===== src/rtl/assert_macros.svh =====
// ----------------------------------------------------------------------------
// assert_macros.svh
// assertion macros shared by the cache rtl, empty for synthesis
// ----------------------------------------------------------------------------
`ifndef ASSERT_MACROS_SVH
`define ASSERT_MACROS_SVH

`ifndef SYNTHESIS
// property must hold at every rising clock edge outside reset
`define LKVC_ASSERT(name, clk, rst_n, prop, msg) \
  name: assert property (@(posedge clk) disable iff (!rst_n) prop) else $error(msg);
// condition must never be seen outside reset
`define LKVC_ASSERT_NEVER(name, clk, rst_n, cond, msg) \
  name: assert property (@(posedge clk) disable iff (!rst_n) !(cond)) else $error(msg);
`else
`define LKVC_ASSERT(name, clk, rst_n, prop, msg)
`define LKVC_ASSERT_NEVER(name, clk, rst_n, cond, msg)
`endif

`endif


===== src/rtl/lkvc_pkg.sv =====
// ----------------------------------------------------------------------------
// lkvc_pkg
// shared widths, codes and controller/datapath interface types
// ----------------------------------------------------------------------------
package lkvc_pkg;

  localparam int KEY_W  = 32;
  localparam int DATA_W = 32;
  localparam int CAP_W  = 5;

  localparam logic [CAP_W-1:0]  CAP_RESET  = 5'd16;
  localparam logic [DATA_W-1:0] MISS_VALUE = 32'hFFFF_FFFF;

  typedef enum logic {
    FUNC_GET = 1'b0,
    FUNC_SET = 1'b1
  } lkvc_func_e;

  // controller to datapath
  typedef struct packed {
    logic accept;      // latch the word, restart the scan
    logic scan;        // walk the key memory
    logic commit_set;  // apply a set (update, evict or fill)
    logic respond;     // load the result register, refresh recency on hit
  } lkvc_cmd_t;

  // datapath to controller
  typedef struct packed {
    logic scan_done;   // last entry compared this cycle
    logic is_set;      // latched word is a set
    logic out_free;    // result register can take a new word
  } lkvc_sts_t;

endpackage


===== src/rtl/lkvc_ctrl.sv =====
// ----------------------------------------------------------------------------
// lkvc_ctrl
// sequencer for accept, key scan, commit and response
// ----------------------------------------------------------------------------
`include "assert_macros.svh"

module lkvc_ctrl (
  input  logic                clk_i,
  input  logic                rst_ni,
  input  logic                in_valid_i,
  output logic                in_stall_o,
  input  lkvc_pkg::lkvc_sts_t sts_i,
  output lkvc_pkg::lkvc_cmd_t cmd_o
);
  import lkvc_pkg::*;

  typedef enum logic [3:0] {
    S_IDLE   = 4'b0001,
    S_SCAN   = 4'b0010,
    S_DECIDE = 4'b0100,
    S_RESP   = 4'b1000
  } lkvc_state_e;

  lkvc_state_e state_q, state_d;

  always_comb begin
    state_d         = state_q;
    cmd_o           = '0;
    in_stall_o      = 1'b1;
    unique case (state_q)
      S_IDLE: begin
        in_stall_o = 1'b0;
        if (in_valid_i) begin
          cmd_o.accept = 1'b1;
          state_d      = S_SCAN;
        end
      end
      S_SCAN: begin
        cmd_o.scan = 1'b1;
        if (sts_i.scan_done) state_d = S_DECIDE;
      end
      S_DECIDE: begin
        if (sts_i.is_set) begin
          cmd_o.commit_set = 1'b1;
          state_d          = S_IDLE;
        end else begin
          state_d = S_RESP;
        end
      end
      S_RESP: begin
        if (sts_i.out_free) begin
          cmd_o.respond = 1'b1;
          state_d       = S_IDLE;
        end
      end
      default: state_d = S_IDLE;
    endcase
  end

  always_ff @(posedge clk_i or negedge rst_ni) begin
    if (!rst_ni) begin
      state_q <= S_IDLE;
    end else begin
      state_q <= state_d;
    end
  end

  `LKVC_ASSERT(a_done_in_scan, clk_i, rst_ni, sts_i.scan_done |-> state_q == S_SCAN, "scan done outside scan")
  `LKVC_ASSERT(a_commit_is_set, clk_i, rst_ni, cmd_o.commit_set |-> sts_i.is_set, "commit on a get")

endmodule


===== src/rtl/lkvc_dp.sv =====
// ----------------------------------------------------------------------------
// lkvc_dp
// key/data memories, recency ranks, scan accumulators and result register
// ----------------------------------------------------------------------------
`include "assert_macros.svh"

module lkvc_dp #(
  parameter int ENTRIES = 16
) (
  input  logic                                clk_i,
  input  logic                                rst_ni,
  input  logic                                cfg_we_i,
  input  logic [lkvc_pkg::CAP_W-1:0]          cfg_wdata_i,
  input  logic                                func_i,
  input  logic signed [lkvc_pkg::KEY_W-1:0]   lookup_key_i,
  input  logic signed [lkvc_pkg::DATA_W-1:0]  store_value_i,
  output logic                                out_valid_o,
  input  logic                                out_stall_i,
  output logic signed [lkvc_pkg::DATA_W-1:0]  read_value_o,
  output logic                                hit_o,
  input  lkvc_pkg::lkvc_cmd_t                 cmd_i,
  output lkvc_pkg::lkvc_sts_t                 sts_o
);
  import lkvc_pkg::*;

  localparam int IW = (ENTRIES > 1) ? $clog2(ENTRIES) : 1;
  localparam int AW = IW;
  localparam int CW = $clog2(ENTRIES + 1);
  localparam int EW = (CW > CAP_W) ? CW : CAP_W;
  localparam logic [IW-1:0] LAST_IDX = IW'(ENTRIES - 1);
  localparam logic [EW-1:0] MAX_CAP  = EW'(ENTRIES);

  // memories
  logic [KEY_W-1:0]  key_mem  [ENTRIES];
  logic [DATA_W-1:0] data_mem [ENTRIES];
  logic [KEY_W-1:0]  key_rd_q;
  logic [DATA_W-1:0] data_rd_q;

  // per entry state
  logic [ENTRIES-1:0] valid_q;
  logic [AW-1:0]      age_q [ENTRIES];

  // latched word and config
  logic              func_q;
  logic [KEY_W-1:0]  key_q;
  logic [DATA_W-1:0] value_q;
  logic [CAP_W-1:0]  capacity_q;

  // scan
  logic          iss_on_q;
  logic [IW-1:0] iss_idx_q;
  logic          cmp_vld_q;
  logic [IW-1:0] cmp_idx_q;
  logic          found_q;
  logic [IW-1:0] hit_idx_q;
  logic [AW-1:0] hit_age_q;
  logic [CW-1:0] count_q;
  logic          have_old_q;
  logic [IW-1:0] old_idx_q;
  logic [AW-1:0] old_age_q;
  logic          have_free_q;
  logic [IW-1:0] free_idx_q;

  // result
  logic              out_valid_q;
  logic [DATA_W-1:0] read_value_q;
  logic              hit_q;

  logic          cur_valid;
  logic [AW-1:0] cur_age;
  logic [EW-1:0] cap_eff;
  logic          evict;
  logic          fill_en;
  logic          touch_en;
  logic [IW-1:0] tgt_idx;
  logic [AW-1:0] tgt_age;
  logic [IW-1:0] wr_idx;

  assign cur_valid = valid_q[cmp_idx_q];
  assign cur_age   = age_q[cmp_idx_q];

  always_comb begin
    cap_eff = EW'(capacity_q);
    if (cap_eff == '0) cap_eff = EW'(1);
    else if (cap_eff > MAX_CAP) cap_eff = MAX_CAP;
  end

  assign evict    = EW'(count_q) >= cap_eff;
  assign fill_en  = cmd_i.commit_set && !found_q && !evict;
  assign touch_en = (cmd_i.commit_set && (found_q || evict)) || (cmd_i.respond && found_q);
  assign tgt_idx  = found_q ? hit_idx_q : old_idx_q;
  assign tgt_age  = found_q ? hit_age_q : old_age_q;

  always_comb begin
    priority if (found_q) wr_idx = hit_idx_q;
    else if (evict)       wr_idx = old_idx_q;
    else                  wr_idx = free_idx_q;
  end

  always_ff @(posedge clk_i) begin
    if (cmd_i.commit_set && !found_q) key_mem[wr_idx] <= key_q;
    key_rd_q <= key_mem[iss_idx_q];
  end

  always_ff @(posedge clk_i) begin
    if (cmd_i.commit_set) data_mem[wr_idx] <= value_q;
    data_rd_q <= data_mem[hit_idx_q];
  end

  always_ff @(posedge clk_i) begin
    if (cmd_i.accept) begin
      func_q  <= func_i;
      key_q   <= lookup_key_i;
      value_q <= store_value_i;
    end
  end

  always_ff @(posedge clk_i or negedge rst_ni) begin
    if (!rst_ni) begin
      capacity_q <= CAP_RESET;
    end else if (cfg_we_i) begin
      capacity_q <= cfg_wdata_i;
    end
  end

  // one entry compared per cycle, in the cycle after its key read
  always_ff @(posedge clk_i or negedge rst_ni) begin
    if (!rst_ni) begin
      iss_on_q    <= 1'b0;
      iss_idx_q   <= '0;
      cmp_vld_q   <= 1'b0;
      cmp_idx_q   <= '0;
      found_q     <= 1'b0;
      hit_idx_q   <= '0;
      hit_age_q   <= '0;
      count_q     <= '0;
      have_old_q  <= 1'b0;
      old_idx_q   <= '0;
      old_age_q   <= '0;
      have_free_q <= 1'b0;
      free_idx_q  <= '0;
    end else if (cmd_i.accept) begin
      iss_on_q    <= 1'b1;
      iss_idx_q   <= '0;
      cmp_vld_q   <= 1'b0;
      found_q     <= 1'b0;
      hit_idx_q   <= '0;
      count_q     <= '0;
      have_old_q  <= 1'b0;
      have_free_q <= 1'b0;
    end else begin
      cmp_vld_q <= cmd_i.scan && iss_on_q;
      cmp_idx_q <= iss_idx_q;
      if (cmd_i.scan && iss_on_q) begin
        iss_idx_q <= iss_idx_q + 1'b1;
        if (iss_idx_q == LAST_IDX) iss_on_q <= 1'b0;
      end
      if (cmp_vld_q) begin
        if (cur_valid) begin
          count_q <= count_q + 1'b1;
          if (!found_q && key_rd_q == key_q) begin
            found_q   <= 1'b1;
            hit_idx_q <= cmp_idx_q;
            hit_age_q <= cur_age;
          end
          if (!have_old_q || cur_age > old_age_q) begin
            have_old_q <= 1'b1;
            old_idx_q  <= cmp_idx_q;
            old_age_q  <= cur_age;
          end
        end else if (!have_free_q) begin
          have_free_q <= 1'b1;
          free_idx_q  <= cmp_idx_q;
        end
      end
    end
  end

  // recency ranks, each entry updated in place
  always_ff @(posedge clk_i or negedge rst_ni) begin
    if (!rst_ni) begin
      valid_q <= '0;
      for (int i = 0; i < ENTRIES; i++) age_q[i] <= '0;
    end else begin
      for (int i = 0; i < ENTRIES; i++) begin
        if (fill_en) begin
          if (IW'(i) == free_idx_q) begin
            valid_q[i] <= 1'b1;
            age_q[i]   <= '0;
          end else if (valid_q[i]) begin
            age_q[i] <= age_q[i] + 1'b1;
          end
        end else if (touch_en) begin
          if (IW'(i) == tgt_idx) begin
            age_q[i] <= '0;
          end else if (valid_q[i] && age_q[i] < tgt_age) begin
            age_q[i] <= age_q[i] + 1'b1;
          end
        end
      end
    end
  end

  always_ff @(posedge clk_i or negedge rst_ni) begin
    if (!rst_ni) begin
      out_valid_q <= 1'b0;
    end else if (cmd_i.respond) begin
      out_valid_q <= 1'b1;
    end else if (!out_stall_i) begin
      out_valid_q <= 1'b0;
    end
  end

  always_ff @(posedge clk_i) begin
    if (cmd_i.respond) begin
      read_value_q <= found_q ? data_rd_q : MISS_VALUE;
      hit_q        <= found_q;
    end
  end

  assign out_valid_o  = out_valid_q;
  assign read_value_o = read_value_q;
  assign hit_o        = hit_q;

  assign sts_o.scan_done = cmp_vld_q && (cmp_idx_q == LAST_IDX);
  assign sts_o.is_set    = (func_q == FUNC_SET);
  assign sts_o.out_free  = !out_valid_q || !out_stall_i;

  `LKVC_ASSERT(a_fill_has_slot, clk_i, rst_ni, fill_en |-> have_free_q, "fill with no free slot")
  `LKVC_ASSERT(a_accept_clears, clk_i, rst_ni, cmd_i.accept |=> !found_q && !cmp_vld_q, "scan state not cleared")
  `LKVC_ASSERT_NEVER(a_respond_full, clk_i, rst_ni, cmd_i.respond && out_valid_q && out_stall_i, "result overwritten")

endmodule


===== src/rtl/lru_key_value_cache.sv =====
// a get result is loaded into the output register in the resp state, after the key scan
// one word at a time: a set ends at its commit, a get at its response, which waits
//   while the result register is full; the key scan reads one memory entry per cycle
// reset: all entries invalid, ranks zero, capacity 16; key/data memories not cleared
// ----------------------------------------------------------------------------
// lru_key_value_cache
// fully associative key/value cache with least recently used replacement
// ----------------------------------------------------------------------------
module lru_key_value_cache #(
  parameter int ENTRIES = 16
) (
  input  logic                                clk_i,
  input  logic                                rst_ni,
  // configuration: capacity in use
  input  logic                                cfg_we_i,
  input  logic [lkvc_pkg::CAP_W-1:0]          cfg_wdata_i,
  // input words
  input  logic                                in_valid_i,
  output logic                                in_stall_o,
  input  logic                                func_i,
  input  logic signed [lkvc_pkg::KEY_W-1:0]   lookup_key_i,
  input  logic signed [lkvc_pkg::DATA_W-1:0]  store_value_i,
  // result words, one per get
  output logic                                out_valid_o,
  input  logic                                out_stall_i,
  output logic signed [lkvc_pkg::DATA_W-1:0]  read_value_o,
  output logic                                hit_o
);
  import lkvc_pkg::*;

  // flow of one word:
  //   idle   - word latched, scan accumulators cleared
  //   scan   - key memory read one entry per cycle, compared in the cycle after;
  //            the pass records the hit entry, the valid count, the oldest
  //            valid entry and the lowest free slot
  //   decide - a set updates in place, evicts the oldest or fills a free slot;
  //            a get reads the hit data
  //   resp   - a get loads the result register, a hit becomes most recent
  // the result register frees the controller while the word waits downstream

  lkvc_cmd_t cmd;
  lkvc_sts_t sts;

  lkvc_ctrl u_ctrl (
    .clk_i      (clk_i),
    .rst_ni     (rst_ni),
    .in_valid_i (in_valid_i),
    .in_stall_o (in_stall_o),
    .sts_i      (sts),
    .cmd_o      (cmd)
  );

  lkvc_dp #(
    .ENTRIES (ENTRIES)
  ) u_dp (
    .clk_i         (clk_i),
    .rst_ni        (rst_ni),
    .cfg_we_i      (cfg_we_i),
    .cfg_wdata_i   (cfg_wdata_i),
    .func_i        (func_i),
    .lookup_key_i  (lookup_key_i),
    .store_value_i (store_value_i),
    .out_valid_o   (out_valid_o),
    .out_stall_i   (out_stall_i),
    .read_value_o  (read_value_o),
    .hit_o         (hit_o),
    .cmd_i         (cmd),
    .sts_o         (sts)
  );

endmodule


===== config.mk =====
export PLATFORM = sky130hd
export DESIGN_NAME = lru_key_value_cache
export DESIGN_NICKNAME = d
export VERILOG_FILES = /design/src/rtl/lkvc_pkg.sv /design/src/rtl/lkvc_ctrl.sv /design/src/rtl/lkvc_dp.sv /design/src/rtl/lru_key_value_cache.sv
export VERILOG_INCLUDE_DIRS = /design/src /design/src/rtl
export SDC_FILE = /design/constraint.sdc
export NUM_CORES = 1
export LEC_CHECK = 0
export ABC_AREA = 1
export BUFFER_PORTS_ARGS = -buffer_cell sky130_fd_sc_hd__buf_2
export CAP_MARGIN = 20
export CORE_MARGIN = 4
export CORE_UTILIZATION = 55
export CTS_BUF_LIST = sky130_fd_sc_hd__clkbuf_8
export CTS_CLUSTER_SIZE = 10
export DETAILED_ROUTE_END_ITERATION = 10
export GPL_ROUTABILITY_DRIVEN = 0
export PLACE_DENSITY = 0.68
export SKIP_CTS_REPAIR_TIMING = 1
export SLEW_MARGIN = 25
export SYNTH_ARGS = -nofsm -noshare
export SYNTH_HDL_FRONTEND = slang
export SYNTH_HIERARCHICAL = 1
export SYNTH_SLANG_ARGS = --single-unit

===== constraint.sdc =====
create_clock -name clk_i -period 5.11 [get_ports clk_i]
set_input_delay 0.2555 -clock clk_i [delete_from_list [all_inputs] [get_ports clk_i]]
set_output_delay 0.2555 -clock clk_i [all_outputs]
set_load 0.005 [all_outputs]

==> key figures, run 1 <==
Drt
  • First drt pass iteration count: 5
  • Detailed Route WL: 128 mm
  • Detailed Route Iter0 Violations: 3099
  • Vias per inst: 5.74
  • Residual DRC: 0
  • DR vias: 35168
  • Average wire per standard cell: 20.8 um
  • Post-DRT Antenna Nets: 0

Setup path
  • Req. time, crit path: 5.68 ns
  • Crit path max fanout: 18
  • Reg2reg setup slack: 1.54 ns
  • R2r endpoint: u_dp/data_mem[11][5]
  • Worst setup SP type: register
  • Critical register-to-register path startpoint: u_dp/capacity_q[3]
  • WP data arrival: 4.14 ns
  • FF-to-FF path depth: 15
  • Crit. End Element: register
  • Crit path kind: register to register

Global route
  • Largest net degree at the start of global routing: 223
  • Antenna violations before repair: 1
  • Vias in the first global route: 33279
  • Total track usage: 0.244
  • Overflow after GRT: 0
  • First-pass GRT wire length: 195 mm

Hold path
  • Worst Hold Path Cells: 2
  • Hold wc startpoint: store_value_i[5]
  • Worst Hold End: u_dp/value_q[5]
  • Worst hold path class: input pin to register

Logic synthesis
  • Top cell type's share of synthesized area: 0.620
  • Fraction of registers with async set/reset: 0.0974
  • Syn_area_per_cell: 12.3 um^2
  • Number of synthesized register bits: 1314
  • Post-synthesis sequential area ratio: 0.702
  • Main flop type after synthesis: edfxtp_1
  • Synth Warn #: 6
  • Mapped cell area: 0.0544 mm^2
  • Post-synth EDFFs: 1122
  • Synth top cells by count: edfxtp_1, nand2_1, o21ai_0, nor2_1, inv_1
  • Netlist cell types: 45
  • Top cell type by total area after synthesis: edfxtp_1
  • Most numerous cell in the Yosys netlist: edfxtp_1
  • Area contributors post-synth: edfxtp_1, dfrtp_1, o21ai_0, nand2_1, nor2_1
  • Post-Syn Instances: 4426
  • Post-Syn Nets: 4576

Floorplanning
  • I/O Pins: 110
  • CORE AREA: 0.0983 mm^2
  • DIE AREA: 0.104 mm^2
  • Die height: 322 um
  • Row count: 115
  • Die X: 322 um
  • Initial Util: 0.553

STA
  • Final Critical Period: 3.57 ns
  • Post-route setup slack: 1.54 ns
  • WHS: 0.0978 ns
  • Worst Skew: 0.0514 ns
  • Slew @ Worst Pin: 1.05 ns
  • Hold Violations, Final: 0
  • Max frequency: 280 MHz
  • Setup violators final: 0
  • Period utilization: 0.698
  • Setup Total Neg Slack: 0 ns
  • Max_slew headroom: 0.298
  • Unrepaired setup endpoints after global routing: no
  • Slew Viols, Final: 0

Clocking
  • CTS tree: built
  • Worst skew pair latency: 0.87 ns
  • Num Clock Sinks: 1314
  • Clock Tree Buf Depth: 3
  • Root Driver: clkbuf_8
  • Num CTS Buffers: 207
  • Reg clk slew, reported paths: 0.06 ns
  • H-tree depth: 4

Layout
  • Layout Cells excl Fill: 6131
  • Share of post-route cells with drive strength above 1: 0.119
  • # fillers: 7587
  • Utilization after layout: 0.623
  • Layout Nets: 4823
  • Synth-to-Final Area Change: 12.7%
  • Sequential cell area: 0.0382 mm^2
  • Multi-input combinational cell area: 0.0141 mm^2

Pwr
  • Sw Pwr: 8.39 mW
  • Logic gate share of total power: 0.191
  • Internal power: 18.3 mW
  • Net Sw Frac: 0.314
  • Pleak: 22.4 nW
  • Max VDD drop: 0.000356 V
  • P per Cell Area: 436 mW/mm^2
  • Sequential fraction of design power: 0.499
  • Clock group share of total power: 0.310

Place
  • Hpwl dp: 71.5 mm
  • DP Cell Count: 5664
  • Dpl ws: 1.57 ns
  • Port Buffers: 109

Outcome
  • Status: finished, final reports clean

Job
  • Max cap viols: 0
## worst max path at each step
stage                        from                    end  depth (start not counted)
6_report       u_dp/capacity_q[3]   u_dp/data_mem[11][5]                         15
5_1_grt        u_dp/capacity_q[2]  u_dp/data_mem[10][16]                         15
4_1_cts        u_dp/capacity_q[3]  u_dp/data_mem[11][29]                         15
3_5_place_dp   u_dp/capacity_q[3]  u_dp/data_mem[11][28]                         15
3_3_place_gp   u_dp/capacity_q[2]     u_dp/key_mem[4][2]                         16
2_1_floorplan   u_ctrl/state_q[0]      u_dp/old_age_q[1]                          9
## power groups by stage
stage	Sequential [mW]	Clock (mW)	Combinational [mW]
2_1_floorplan	13.2	0	3.47
3_3_place_gp	13.5	0	4.85
3_5_place_dp	13.5	0	4.97
4_1_cts	13.3	8.45	5.00
5_1_grt	13.4	8.99	5.71
6_report	13.3	8.26	5.10
## through the flow
step           instance area [um^2]  power [mW]
2_1_floorplan                 54400        16.7
3_3_place_gp                  56300        18.4
3_5_place_dp                  56400        18.5
4_1_cts                       60300        26.8
5_1_grt                       61200        28.1
6_report                      61200        26.7
## critical path, cell delays in order (launching register included)
cell and delay [ns]:
dfrtp_1 0.38, inv_1 0.07, nand4_1 0.11, nand2_1 0.09, nand2_1 0.06, ha_1 0.28
nand2_1 0.07, a21oi_1 0.07, nor2_2 0.24, nand2_1 0.18, nand2_1 0.12, nand3_1 0.07
nand2_1 0.16, nand3_1 0.32, nor2_4 0.74, buf_4 0.30
## cells by family (layout without fill, tap and decap cells)
group	Yosys count	in the layout	share of synthesized area
flip-flops	1314	1314	0.702
AND/OR/NAND/NOR	1277	1277	0.0993
AO/OA/AOI/OAI	1032	1032	0.109
buffers and inverters	557	974	0.0415
multiplexers	128	128	0.0236
adder cells (fa/ha/maj)	75	75	0.0173
XOR/XNOR	43	43	0.00693
other	0	1	0
## metal layers
layer / part of all wire / vias up / global-route usage
li1: - / 16487 / -
met1: 0.44 / 17229 / 0.353
met2: 0.46 / 1256 / 0.376
met3: 0.073 / 196 / 0.0518
met4: 0.021 / 0 / 0.0730
met5: 0 / - / 0
## cell usage in the layout, fill, tap and decap left out, types with 28 or more instances in the layout
cell type,instances
edfxtp_1,1122
nand2_1,526
o21ai_0,522
inv_1,410
nor2_1,358
nand3_1,277
clkbuf_8,225
a21oi_1,185
o211ai_1,150
mux2i_1,128
dfrtp_1,119
buf_2,108
o22ai_1,89
dlygate4sd3_1,84
ha_1,75
buf_4,65
dfxtp_1,64
o221ai_1,48
or2_2,34
xor2_1,33
clkinv_1,28
nand2_2,28
## cell type report
type | count | share of cell area
tap | 1287 | 0.0263
inverter | 325 | 0.0201
clock inverter | 154 | 0.0131
clock buffer | 225 | 0.0506
timing repair buffer | 270 | 0.0352
multi-input combinational | 2555 | 0.231
sequential | 1314 | 0.624
antenna | 1 | 0.0000409
## state kept, by name (all words and copies together) (netlist names), 4 cells and up
register	flops
u_dp/data_mem	512
u_dp/key_mem	512
u_dp/age_q	64
u_dp/data_rd_q	32
u_dp/key_q	32
u_dp/key_rd_q	32
u_dp/read_value_o	32
u_dp/value_q	32
u_dp/valid_q	16
u_dp/capacity_q	5
u_dp/count_q	5
u_ctrl/state_q	4
u_dp/cmp_idx_q	4
u_dp/free_idx_q	4
u_dp/hit_age_q	4
u_dp/hit_idx_q	4
u_dp/iss_idx_q	4
u_dp/old_age_q	4
u_dp/old_idx_q	4
Power figures use the tool's default switching activity.
==> run 2, diff against run 1 <==
- clock period: 5.11 -> 3.6 ns (I/O delays scaled with it)
==> key figures, run 2 (synthesis gave the netlist of run 1 again) <==
STA
  • Hold Violations, Final: 0 (unchanged)
  • Period utilization: 0.923 (+0.225)
  • Max_slew headroom: 0.301 (+0.00388)
  • Slew @ Worst Pin: 1.04 ns (-0.0110 ns)
  • WHS: 0.0319 ns (-0.0659 ns)
  • Worst Skew: 0.0585 ns (+0.00705 ns)
  • Slew Viols, Final: 0 (unchanged)
  • Max frequency: 301 MHz (+7.3%)
  • Final Critical Period: 3.32 ns (-0.243 ns)
  • Setup violators final: 0 (unchanged)

Floorplanning
  • Initial Util: 0.553 (unchanged)
  • Row count: 115 (unchanged)
  • Die height: 322 um (unchanged)
  • Die X: 322 um (unchanged)
  • DIE AREA: 0.104 mm^2 (unchanged)
  • CORE AREA: 0.0983 mm^2 (unchanged)
  • I/O Pins: 110 (unchanged)

Clocking
  • Num CTS Buffers: 203 (-1.9%)
  • Worst skew pair latency: 0.89 ns (+0.02 ns)
  • Clock Tree Buf Depth: 3 (unchanged)
  • Num Clock Sinks: 1314 (unchanged)
  • H-tree depth: 4 (unchanged)
  • Reg clk slew, reported paths: 0.06 ns (about the same)
  • Root Driver: clkbuf_8
  • CTS tree: built

Global route
  • Antenna violations before repair: 4 (+3)
  • First-pass GRT wire length: 196 mm (+0.29%)
  • Overflow after GRT: 0 (unchanged)
  • Total track usage: 0.245 (+0.00122)
  • Largest net degree at the start of global routing: 259 (+16%)
  • Vias in the first global route: 33620 (+1.0%)

Drt
  • Detailed Route Iter0 Violations: 3499 (+13%)
  • Average wire per standard cell: 20.8 um (-0.27%)
  • Post-DRT Antenna Nets: 0 (unchanged)
  • Met1 WL: 55.6 mm (-1.2%)
  • Vias per inst: 5.73 (about the same)
  • Metal3 WL: 10.6 mm (+14%)
  • Residual DRC: 0 (unchanged)
  • DR vias: 35489 (+0.91%)
  • Top sig layer: met5
  • WL met2: 58.9 mm (-0.72%)
  • First drt pass iteration count: 5 (unchanged)
  • Detailed Route WL: 129 mm (+0.67%)

Outcome
  • Status: finished, final reports clean

Setup path
  • Crit path kind: register to register
  • Crit path max fanout: 32 (+14)
  • Req. time, crit path: 4.12 ns (-1.56 ns)
  • Worst setup SP type: register
  • WP data arrival: 3.85 ns (-0.29 ns)
  • Crit. End Element: register

Job
  • Max cap viols: 0 (unchanged)

Pwr
  • Max VDD drop: 0.000426 V (+20%)
  • Pleak: 22.8 nW (+1.6%)
  • Power Total: 38.4 mW (+44%)
  • P per Cell Area: 616 mW/mm^2 (+41%)

Layout
  • Synth-to-Final Area Change: 14.5%
  • Share of post-route cells with drive strength above 1: 0.126 (+0.00721)
  • Largest regs: u_dp/data_mem x512, u_dp/key_mem x512, u_dp/age_q x64
  • Commonest non-fill, non-tap cell in the layout: edfxtp_1
  • Layout Nets: 4874 (+1.1%)
  • Utilization after layout: 0.633 (+0.0102)
  • Leading cell types in the layout, fill and taps excluded: edfxtp_1, nand2_1, o21ai_0, inv_1, nor2_1
  • Fin area: 0.0622 mm^2 (+1.6%)

Hold path
  • Worst hold path class: input pin to register

Place
  • Cell Area, Placed: 0.0571 mm^2 (+1.1%)
  • Hpwl dp: 72.5 mm (+1.3%)
  • Port Buffers: 109 (unchanged)
-- run 2: cell type report --
| cell class | count | area (um^2) |
|---|---|---|
| inverters | 325 | 1230 |
| multi-input cells | 2555 | 14200 |
| flip-flops and latches | 1314 | 38200 |
| clock buffers | 229 | 3150 |
| diodes | 3 | 7.51 |
| clock inverters | 151 | 827 |
| well taps | 1287 | 1610 |
| fillers | 7438 | 36000 |
| repair buffers | 325 | 3030 |
-- run 2: final timing paths --
| path | cells after the start | to | start | slack (ns) |
|---|---|---|---|---|
| min reg2reg | 1 | u_dp/read_value_o[13] | u_dp/data_rd_q[13] | 0.45 |
| max reg2reg | 17 | u_dp/key_mem[7][6] | u_dp/capacity_q[0] | 0.28 |
| min in group asynchronous | 3 | u_dp/age_q[1] | rst_ni | 0.29 |
| max in group asynchronous | 4 | u_dp/hit_idx_q[3] | rst_ni | 2.63 |
| max | 17 | u_dp/key_mem[7][6] | u_dp/capacity_q[0] | 0.28 |
| min | 2 | u_dp/key_q[16] | lookup_key_i[16] | 0.03 |
-- run 2: power by group --
part,internal [mW],switching (mW),total (mW)
clock,6.22,5.70,11.9
sequential,17.8,0.925,18.8
combinational,2.31,5.38,7.69
-- run 2: worst max-delay path: stages, from the launching register on --
cell and delay, ns:
dfrtp_1 0.36, inv_1 0.09, nand4_1 0.15, nand2_1 0.12
nand2_1 0.07, ha_1 0.28, nand2_1 0.08, a21oi_1 0.07
nor2_2 0.25, nand2_1 0.18, nand2_1 0.10, nand3_1 0.07
nand2_1 0.16, nand2_1 0.31, inv_1 0.13, nand2_1 0.14
nor2_4 0.13, buf_12 0.25
-- run 2: metal layers --
metal  up-vias  GRT usage
li1      16595          -
met1     17276      0.354
met2      1403      0.378
met3       213     0.0500
met4         2     0.0796
met5         -          0
-- run 2: metrics by stage --
step	setup TNS, ns	cells	setup WS [ns]
after floorplan	-343.69	4426	-0.898
after global placement	0	5691	0.386
after detailed placement	0	5691	0.365
after CTS	0	6071	0.296
after global routing	-1.01	6189	-0.0469
final	0	6189	0.276
